$ cat src/rtl/scalc_pkg.sv
`timescale 1ns / 1ps
// Shared types and codes of the fixed-point calculator.
// No dependencies; used by every module of the block but scalc_div.
package scalc_pkg;

	localparam logic [2:0] OP_ADD  = 3'd0;
	localparam logic [2:0] OP_SUB  = 3'd1;
	localparam logic [2:0] OP_MUL  = 3'd2;
	localparam logic [2:0] OP_DIV  = 3'd3;
	localparam logic [2:0] OP_FACT = 3'd4;
	localparam logic [2:0] OP_POW  = 3'd5;

	localparam logic [1:0] ST_OK   = 2'd0;
	localparam logic [1:0] ST_DIV0 = 2'd1;
	localparam logic [1:0] ST_SAT  = 2'd2;

	localparam logic [31:0] WORD_MAX = 32'h7FFF_FFFF;
	localparam logic [31:0] WORD_MIN = 32'h8000_0000;

	typedef enum logic [3:0] {
		S_IDLE,
		S_EXEC,
		S_MRD,
		S_DIV,
		S_FMUL,
		S_FCHK,
		S_PMUL,
		S_PCHK,
		S_FIN
	} state_t;

	typedef struct packed {
		logic signed [63:0] prod;
		logic        [31:0] fx;
		logic               sat;
	} mul_res_t;

endpackage

$ cat src/rtl/scalar_calculator_alu.sv
`timescale 1ns / 1ps
// Top level of the signed fixed-point calculator: sequencer, operand mux, output register.
// Depends on scalc_pkg, scalc_mul and scalc_div.

// Fixed-point calculator. A request transfer carries an operation code and two signed
// operands with FRAC_BITS fraction bits; each request yields exactly one result transfer
// with a status (ok, divide by zero, saturated). The block takes one request at a time:
// req_stall is high from the transfer until the result has been handed to the output
// register, which itself may wait on rsp_stall while the next request is taken. Add,
// subtract and unknown codes go from the execute state straight to the finishing
// state; multiply passes a product read state; divide waits on the restoring divider,
// one quotient bit per cycle; factorial stops once the product passes the integer limit
// (within about a dozen steps); power loops min(floor(b), MAX_EXPONENT) times. Both run
// on the single shared multiplier, a multiply state then a check state per step.
module scalar_calculator_alu #(
	parameter int FRAC_BITS    = 16,
	parameter int MAX_EXPONENT = 255
) (
	input  logic               clk,
	input  logic               arst_n,
	input  logic               req_valid,
	output logic               req_stall,
	input  logic [2:0]         req_type,
	input  logic signed [31:0] operand_a,
	input  logic signed [31:0] operand_b,
	output logic               rsp_valid,
	input  logic               rsp_stall,
	output logic signed [31:0] result_value,
	output logic [1:0]         status
);

	localparam int FW    = 31 - FRAC_BITS;         // integer magnitude bits
	localparam int DIV_W = 32 + FRAC_BITS;         // dividend width after scaling
	localparam int CW    = $clog2(MAX_EXPONENT + 1);
	localparam logic [31:0] ONE   = 32'd1 << FRAC_BITS;
	localparam logic [31:0] LIMIT = scalc_pkg::WORD_MAX >> FRAC_BITS;
	localparam logic [DIV_W-1:0] Q_POS_MAX = DIV_W'(scalc_pkg::WORD_MAX);
	localparam logic [DIV_W-1:0] Q_NEG_MAX = DIV_W'(scalc_pkg::WORD_MIN);

	scalc_pkg::state_t state_q, state_d;

	// Request registers.
	logic [2:0]         op_q;
	logic signed [31:0] a_q, b_q;

	// Loop registers.
	logic [FW-1:0]      f_q, i_q, n_q;
	logic signed [31:0] p_q;
	logic [CW-1:0]      cnt_q;
	logic               sat_q;

	// Pending result and output register.
	logic [31:0] res_q;
	logic [1:0]  st_q;
	logic        rsp_valid_q;
	logic [31:0] rsp_value_q;
	logic [1:0]  rsp_status_q;

	// Shared unit handshakes.
	logic                mul_en;
	logic signed [31:0]  mul_a, mul_b;
	scalc_pkg::mul_res_t mul_res;
	logic                div_start, div_done;
	logic [DIV_W-1:0]    div_quot;

	// Decode helpers.
	logic [32:0]        sum;
	logic               sum_sat;
	logic signed [31:0] n_full, e_full;
	logic               n_small, e_small;
	logic [31:0]        abs_a, abs_b;
	logic               div_neg;
	logic               fact_over, fact_last, pow_last;
	logic               out_load;

	scalc_mul #(.FRAC_BITS(FRAC_BITS)) u_mul (
		.clk (clk),
		.en  (mul_en),
		.a   (mul_a),
		.b   (mul_b),
		.res (mul_res)
	);

	scalc_div #(.DW(DIV_W)) u_div (
		.clk      (clk),
		.arst_n   (arst_n),
		.start    (div_start),
		.dividend ({abs_a, {FRAC_BITS{1'b0}}}),
		.divisor  (abs_b),
		.done     (div_done),
		.quotient (div_quot)
	);

	// Add and subtract in 33 bits; overflow shows as disagreeing top bits.
	assign sum     = (op_q == scalc_pkg::OP_SUB)
	               ? {a_q[31], a_q} - {b_q[31], b_q}
	               : {a_q[31], a_q} + {b_q[31], b_q};
	assign sum_sat = sum[32] != sum[31];

	assign n_full  = a_q >>> FRAC_BITS;
	assign e_full  = b_q >>> FRAC_BITS;
	assign n_small = n_full <= 32'sd1;
	assign e_small = e_full <= 32'sd0;

	assign abs_a   = a_q[31] ? (~a_q) + 32'd1 : a_q;
	assign abs_b   = b_q[31] ? (~b_q) + 32'd1 : b_q;
	assign div_neg = a_q[31] ^ b_q[31];

	assign fact_over = mul_res.prod > $signed({32'd0, LIMIT});
	assign fact_last = i_q == n_q;
	assign pow_last  = cnt_q == CW'(1);

	// The output register takes a result when empty or being drained this edge.
	assign out_load = (state_q == scalc_pkg::S_FIN) && (!rsp_valid_q || !rsp_stall);

	// Operand select for the shared multiplier.
	always_comb begin
		case (op_q)
			scalc_pkg::OP_FACT: begin
				mul_a = {{(32 - FW){1'b0}}, f_q};
				mul_b = {{(32 - FW){1'b0}}, i_q};
			end
			scalc_pkg::OP_POW: begin
				mul_a = p_q;
				mul_b = a_q;
			end
			default: begin
				mul_a = a_q;
				mul_b = b_q;
			end
		endcase
	end

	// Next state.
	always_comb begin
		state_d = state_q;
		case (state_q)
			scalc_pkg::S_IDLE: begin
				if (req_valid) state_d = scalc_pkg::S_EXEC;
			end
			scalc_pkg::S_EXEC: begin
				case (op_q)
					scalc_pkg::OP_MUL:  state_d = scalc_pkg::S_MRD;
					scalc_pkg::OP_DIV:  state_d = (b_q == '0) ? scalc_pkg::S_FIN
					                                          : scalc_pkg::S_DIV;
					scalc_pkg::OP_FACT: state_d = n_small ? scalc_pkg::S_FIN
					                                      : scalc_pkg::S_FMUL;
					scalc_pkg::OP_POW:  state_d = e_small ? scalc_pkg::S_FIN
					                                      : scalc_pkg::S_PMUL;
					default:            state_d = scalc_pkg::S_FIN;
				endcase
			end
			scalc_pkg::S_MRD: state_d = scalc_pkg::S_FIN;
			scalc_pkg::S_DIV: begin
				if (div_done) state_d = scalc_pkg::S_FIN;
			end
			scalc_pkg::S_FMUL: state_d = scalc_pkg::S_FCHK;
			scalc_pkg::S_FCHK: begin
				state_d = (fact_over || fact_last) ? scalc_pkg::S_FIN : scalc_pkg::S_FMUL;
			end
			scalc_pkg::S_PMUL: state_d = scalc_pkg::S_PCHK;
			scalc_pkg::S_PCHK: begin
				state_d = pow_last ? scalc_pkg::S_FIN : scalc_pkg::S_PMUL;
			end
			scalc_pkg::S_FIN: begin
				if (out_load) state_d = scalc_pkg::S_IDLE;
			end
			default: state_d = scalc_pkg::S_IDLE;
		endcase
	end

	// Sequencer outputs.
	always_comb begin
		req_stall = 1'b1;
		mul_en    = 1'b0;
		div_start = 1'b0;
		case (state_q)
			scalc_pkg::S_IDLE: req_stall = 1'b0;
			scalc_pkg::S_EXEC: begin
				mul_en    = op_q == scalc_pkg::OP_MUL;
				div_start = (op_q == scalc_pkg::OP_DIV) && (b_q != '0);
			end
			scalc_pkg::S_FMUL: mul_en = 1'b1;
			scalc_pkg::S_PMUL: mul_en = 1'b1;
			default: ;
		endcase
	end

	always_ff @(posedge clk or negedge arst_n) begin
		if (!arst_n) begin
			state_q     <= scalc_pkg::S_IDLE;
			rsp_valid_q <= 1'b0;
		end else begin
			state_q <= state_d;
			if (out_load) begin
				rsp_valid_q <= 1'b1;
			end else if (!rsp_stall) begin
				rsp_valid_q <= 1'b0;
			end
		end
	end

	// Datapath registers.
	always_ff @(posedge clk) begin
		case (state_q)
			scalc_pkg::S_IDLE: begin
				// Hold the request for the whole operation.
				if (req_valid) begin
					op_q <= req_type;
					a_q  <= operand_a;
					b_q  <= operand_b;
				end
			end
			scalc_pkg::S_EXEC: begin
				st_q  <= scalc_pkg::ST_OK;
				sat_q <= 1'b0;
				case (op_q)
					scalc_pkg::OP_ADD, scalc_pkg::OP_SUB: begin
						if (sum_sat) begin
							res_q <= sum[32] ? scalc_pkg::WORD_MIN : scalc_pkg::WORD_MAX;
							st_q  <= scalc_pkg::ST_SAT;
						end else begin
							res_q <= sum[31:0];
						end
					end
					scalc_pkg::OP_DIV: begin
						if (b_q == '0) begin
							res_q <= '0;
							st_q  <= scalc_pkg::ST_DIV0;
						end
					end
					scalc_pkg::OP_FACT: begin
						// Counts of one or less give 1.0; otherwise start from 1 * 2.
						res_q <= ONE;
						f_q   <= FW'(1);
						i_q   <= FW'(2);
						n_q   <= n_full[FW-1:0];
					end
					scalc_pkg::OP_POW: begin
						res_q <= ONE;
						p_q   <= ONE;
						if (e_full > 32'(MAX_EXPONENT)) begin
							cnt_q <= CW'(MAX_EXPONENT);
						end else begin
							cnt_q <= e_full[CW-1:0];
						end
					end
					scalc_pkg::OP_MUL: ;
					default: res_q <= a_q;
				endcase
			end
			scalc_pkg::S_MRD: begin
				res_q <= mul_res.fx;
				st_q  <= mul_res.sat ? scalc_pkg::ST_SAT : scalc_pkg::ST_OK;
			end
			scalc_pkg::S_DIV: begin
				if (div_done) begin
					if (!div_neg && (div_quot > Q_POS_MAX)) begin
						res_q <= scalc_pkg::WORD_MAX;
						st_q  <= scalc_pkg::ST_SAT;
					end else if (div_neg && (div_quot > Q_NEG_MAX)) begin
						res_q <= scalc_pkg::WORD_MIN;
						st_q  <= scalc_pkg::ST_SAT;
					end else if (div_neg) begin
						res_q <= (~div_quot[31:0]) + 32'd1;
					end else begin
						res_q <= div_quot[31:0];
					end
				end
			end
			scalc_pkg::S_FCHK: begin
				if (fact_over) begin
					res_q <= scalc_pkg::WORD_MAX;
					st_q  <= scalc_pkg::ST_SAT;
				end else begin
					// Advance the running product and keep its scaled value as the pending result.
					f_q   <= mul_res.prod[FW-1:0];
					i_q   <= i_q + 1'b1;
					res_q <= {1'b0, mul_res.prod[FW-1:0], {FRAC_BITS{1'b0}}};
				end
			end
			scalc_pkg::S_PCHK: begin
				p_q   <= mul_res.fx;
				sat_q <= sat_q | mul_res.sat;
				cnt_q <= cnt_q - 1'b1;
				res_q <= mul_res.fx;
				st_q  <= (sat_q | mul_res.sat) ? scalc_pkg::ST_SAT : scalc_pkg::ST_OK;
			end
			default: ;
		endcase

		if (out_load) begin
			rsp_value_q  <= res_q;
			rsp_status_q <= st_q;
		end
	end

	assign rsp_valid    = rsp_valid_q;
	assign result_value = rsp_value_q;
	assign status       = rsp_status_q;

`ifndef ASSERT_OFF
	// A request transfer always starts the sequencer.
	a_req_starts: assert property (@(posedge clk) disable iff (!arst_n)
		(req_valid && !req_stall) |=> (state_q == scalc_pkg::S_EXEC))
		else $error("request transfer did not start the sequencer");

	// A fresh result only appears out of the finishing state.
	a_rsp_from_fin: assert property (@(posedge clk) disable iff (!arst_n)
		$rose(rsp_valid) |-> $past(state_q == scalc_pkg::S_FIN))
		else $error("result appeared outside the finishing state");

	// Divide by zero always reports a zero result.
	a_div0_zero: assert property (@(posedge clk) disable iff (!arst_n)
		(rsp_valid && (status == scalc_pkg::ST_DIV0)) |-> (result_value == '0))
		else $error("divide by zero with nonzero result");

	// The divider finishes only while the sequencer waits on it.
	a_div_done: assert property (@(posedge clk) disable iff (!arst_n)
		$rose(div_done) |-> (state_q == scalc_pkg::S_DIV))
		else $error("divider finished outside the divide wait");
`endif

endmodule

$ cat src/rtl/scalc_mul.sv
`timescale 1ns / 1ps
// Shared 32x32 signed multiplier with registered product, floor shift and saturation.
// Depends on scalc_pkg for the result struct and saturation limits.
module scalc_mul #(
	parameter int FRAC_BITS = 16
) (
	input  logic                clk,
	input  logic                en,
	input  logic signed [31:0]  a,
	input  logic signed [31:0]  b,
	output scalc_pkg::mul_res_t res
);

	logic signed [63:0] prod_q;
	logic signed [63:0] shifted;
	logic        [32:0] hi;

	always_ff @(posedge clk) begin
		if (en) begin
			prod_q <= a * b;
		end
	end

	// Arithmetic shift floors toward minus infinity.
	assign shifted = prod_q >>> FRAC_BITS;
	assign hi      = shifted[63:31];

	always_comb begin
		res.prod = prod_q;
		res.sat  = !((&hi) || (~|hi));
		if (res.sat) begin
			res.fx = shifted[63] ? scalc_pkg::WORD_MIN : scalc_pkg::WORD_MAX;
		end else begin
			res.fx = shifted[31:0];
		end
	end

endmodule

$ cat src/rtl/scalc_div.sv
`timescale 1ns / 1ps
// Restoring unsigned divider, one quotient bit per cycle.
// No package dependencies.
module scalc_div #(
	parameter int DW = 48
) (
	input  logic          clk,
	input  logic          arst_n,
	input  logic          start,
	input  logic [DW-1:0] dividend,
	input  logic [31:0]   divisor,
	output logic          done,
	output logic [DW-1:0] quotient
);

	localparam int CW = $clog2(DW + 1);

	logic [CW-1:0] cnt_q;
	logic          done_q;
	logic [DW-1:0] qd_q;
	logic [31:0]   rem_q;
	logic [31:0]   div_q;
	logic [32:0]   rem_sh;
	logic [33:0]   diff;
	logic          ge;

	// The remainder stays below the divisor, so 32 bits hold it.
	assign rem_sh = {rem_q, qd_q[DW-1]};
	assign diff   = {1'b0, rem_sh} - {2'b0, div_q};
	assign ge     = !diff[33];

	always_ff @(posedge clk or negedge arst_n) begin
		if (!arst_n) begin
			cnt_q  <= '0;
			done_q <= 1'b0;
		end else if (start) begin
			cnt_q  <= CW'(DW);
			done_q <= 1'b0;
		end else if (cnt_q != '0) begin
			cnt_q  <= cnt_q - 1'b1;
			done_q <= (cnt_q == CW'(1));
		end
	end

	always_ff @(posedge clk) begin
		if (start) begin
			qd_q  <= dividend;
			rem_q <= '0;
			div_q <= divisor;
		end else if (cnt_q != '0) begin
			rem_q <= ge ? diff[31:0] : rem_sh[31:0];
			qd_q  <= {qd_q[DW-2:0], ge};
		end
	end

	assign done     = done_q;
	assign quotient = qd_q;

endmodule

$ cat config.mk
export PLATFORM = sky130hd
export DESIGN_NAME = scalar_calculator_alu
export DESIGN_NICKNAME = d
export VERILOG_FILES = /design/src/rtl/scalc_pkg.sv /design/src/rtl/scalar_calculator_alu.sv /design/src/rtl/scalc_mul.sv /design/src/rtl/scalc_div.sv
export SDC_FILE = /design/constraint.sdc
export NUM_CORES = 2
export LEC_CHECK = 0
export BUFFER_PORTS_ARGS = -buffer_cell sky130_fd_sc_hd__clkbuf_2
export CORE_MARGIN = 2
export CORE_UTILIZATION = 45
export DETAILED_ROUTE_END_ITERATION = 8
export PLACE_DENSITY = 0.71
export SETUP_SLACK_MARGIN = 0.4
export SYNTH_ARGS = -nofsm -noshare
export SYNTH_HDL_FRONTEND = slang
export SYNTH_SLANG_ARGS = --single-unit
$ cat constraint.sdc
create_clock -name clk -period 26.3 [get_ports clk]
set_clock_uncertainty 0.15 [all_clocks]
set_input_delay 5.26 -clock clk [delete_from_list [all_inputs] [get_ports clk]]
set_output_delay 5.26 -clock clk [all_outputs]
set_load 0.05 [all_outputs]
==> results.json <==
{
  "status": "finished with violations",
  "violations": "capacitance limit",
  "finalNonFillerCells": 8013,
  "synth_area_leaders": "fa_1 37%, edfxtp_1 18%, inv_1 6.8%, ha_1 5.5%, nand2_1 5.5%",
  "wl_mm": 203,
  "critPathLaunchType": "flip-flop",
  "root_buffer": "clkbuf_16",
  "areaGrowthSynthToFinish_pct": 7.59,
  "drc": 0,
  "ys_seq_area_share_pct": 20.1,
  "maxCapViolations": 1,
  "rsz0062_at_grt": "false",
  "die_w_um": 365,
  "crit_arrival_ps": 11020,
  "nNetsFinal": 7642,
  "finalCritPeriodShare_pct": 41.1,
  "worstPathMaxFanout": 56,
  "drt-initial-drc-count": 5027,
  "synth_cells": 6260,
  "post-synth-top-area-cell": "fa_1",
  "clkLatencyLatePin_ps": 660,
  "worstSetupEndpointType": "flip-flop",
  "setup_viol": 0,
  "ctsHoldBuffers": 0,
  "clkSinkCount": 409,
  "gp_congestion": 1.01,
  "fin_hold_ws_ps": 268,
  "num_vias": 46700,
  "fin_setup_tns_ps": 0,
  "fin_crit_ps": 10810,
  "ios": 107,
  "grt_usage_pct": 30.8,
  "drv_slew": 0,
  "final_common_cell": "fa_1",
  "layout_common_cells": "1084 x fa_1, 1068 x inv_1, 853 x nand2_1",
  "cts_buffer_depth": 3,
  "first_global_vias": 47600,
  "synth_edf_count": 349,
  "viasPerCell": 5.83,
  "antenna_left": 0,
  "dieArea_mm2": 0.133,
  "utilization_pct": 48.7,
  "dpl.hpwl_mm": 155,
  "crit_type": "reg -> reg",
  "rows": 132,
  "dp.cells": 7922,
  "coreArea_mm2": 0.129,
  "grt_pass1_wl_mm": 301,
  "tightestPinTransition_ps": 1460,
  "required_ps": 26500,
  "htreeDepth": 2,
  "die_h_um": 365,
  "overflow": 0,
  "ys.warnings.count": 0,
  "syn-num-nets": 7672,
  "min_path_type": "reg -> reg",
  "hold_viol_final": 0,
  "maxClockFrequency_mhz": 92.5,
  "ys_ff_latch": 409,
  "port_buffers": 106,
  "cts_setup_buffers": 0,
  "cts_tree": "done",
  "relSlewSlack_pct": 1.66,
  "initial_utilization_pct": 45.3,
  "synth.avg_cell_area_um2": 9.35,
  "synth_cell_types": 84,
  "antenna_found_initial": 10,
  "drt_first_pass_iters": 8,
  "cts_resized": 0,
  "drive_above_1_share_pct": 6.19,
  "path_clk_slew_ps": 60,
  "grt_start_max_net_pins": 88,
  "wire_per_inst_um": 25.3,
  "yosysTopAreaCellShare_pct": 37.1,
  "cts-buffers-inserted": 48,
  "syn_area_mm2": 0.0586,
  "async_flop_share_pct": 2.93,
  "synth-main-ff-cell": "edfxtp_1"
}
## per-stage QoR
stage	setup WS (ps)	cell area, µm²
after detailed placement	15840	61300
final	15490	63000
after global routing	15140	63000
after global placement	15930	61300
after floorplan	17030	58600
after CTS	15820	63000
## cells in the mapped netlist, types with 28 or more instances
cell type	instances
o31ai_1	36
inv_1	1068
a21o_1	89
o21ai_0	199
ha_1	257
nor2b_1	28
nand4_1	40
nand2b_1	28
nor4_1	32
and2_1	35
edfxtp_1	349
xor2_1	118
nor2_1	639
or3_1	36
a21oi_1	238
o21a_1	80
clkbuf_1	293
mux2i_1	55
nor3_1	53
nand2_1	855
o21ai_1	45
dfxtp_1	48
fa_1	1084
xnor2_1	135
a211oi_1	35
nand3_1	82
## routing by layer
metal	wire, µm	GRT usage, %	part of all wire [%]	up-vias
met3	23700	8.70	12	789
met4	15800	19.2	7.8	6
met2	92900	49.1	46	2792
met1	70400	36.7	35	23400
li1	-	-	-	19800
met5	40	0	0.020	-
## cell families (layout without fill, tap and decap cells)
family,count (synthesis),count (layout),synth area share (%)
simple gates,1915,1915,14.0
flops,409,409,20.1
mux,57,57,0.979
other cells,0,3,0
fa+ha+maj,1341,1341,42.5
compound gates,891,891,9.66
buf+inv,1394,1402,9.02
xor+xnor,253,253,3.78
## flip-flops by register name, indices dropped and copies added (netlist names), 8 cells and up
register	count
i_q	15
result_value	32
cnt_q	8
n_q	15
u_div.rem_q	32
p_q	32
u_div.quotient	48
f_q	15
a_q	32
res_q	32
b_q	32
u_div.div_q	32
u_mul.prod_q	64
## critical path, cell delays in order (launching register included)
cell      delay (ps)
edfxtp_1         320
buf_4            330
buf_4            660
mux2i_1          310
o21a_1          1120
nor2_1           160
fa_1             620
fa_1             440
fa_1             520
inv_1             50
fa_1             480
inv_1             50
fa_1             460
ha_1             310
fa_1             480
inv_1             50
fa_1             470
inv_1             40
ha_1             370
nand3_1          160
nor4b_1          770
o41ai_1          120
buf_4            190
o31a_1           430
or3_1            440
a21oi_1          220
a21oi_1          120
xnor2_1          630
## path summary, 6_finish.rpt
kind | startpoint | end | slack, ps | depth (start not counted)
max reg2reg | op_q[0] | u_mul.prod_q[46] | 15490 | 27
min | res_q[10] | result_value[10] | 270 | 0
max in group asynchronous | arst_n | u_div.cnt_q[4] | 21270 | 1
max | op_q[0] | u_mul.prod_q[46] | 15490 | 27
min reg2reg | res_q[10] | result_value[10] | 270 | 0
min in group asynchronous | arst_n | state_q[0] | 4400 | 1
## final cells by class
cell class                      instances  area (µm²)
Fill cell                           12000       66300
Multi-Input combinational cell       4457       41800
Sequential cell                       409       11700
Inverter                             1069        4010
Tap cell                             1742        2180
Timing Repair Buffer                  245        1570
Clock buffer                           57        1300
Clock inverter                         31         422
Antenna cell                            3        7.51
Power is left out: the tool's default activity adds up to more than one toggle a clock period on the data nets, which glitch-free logic cannot reach.
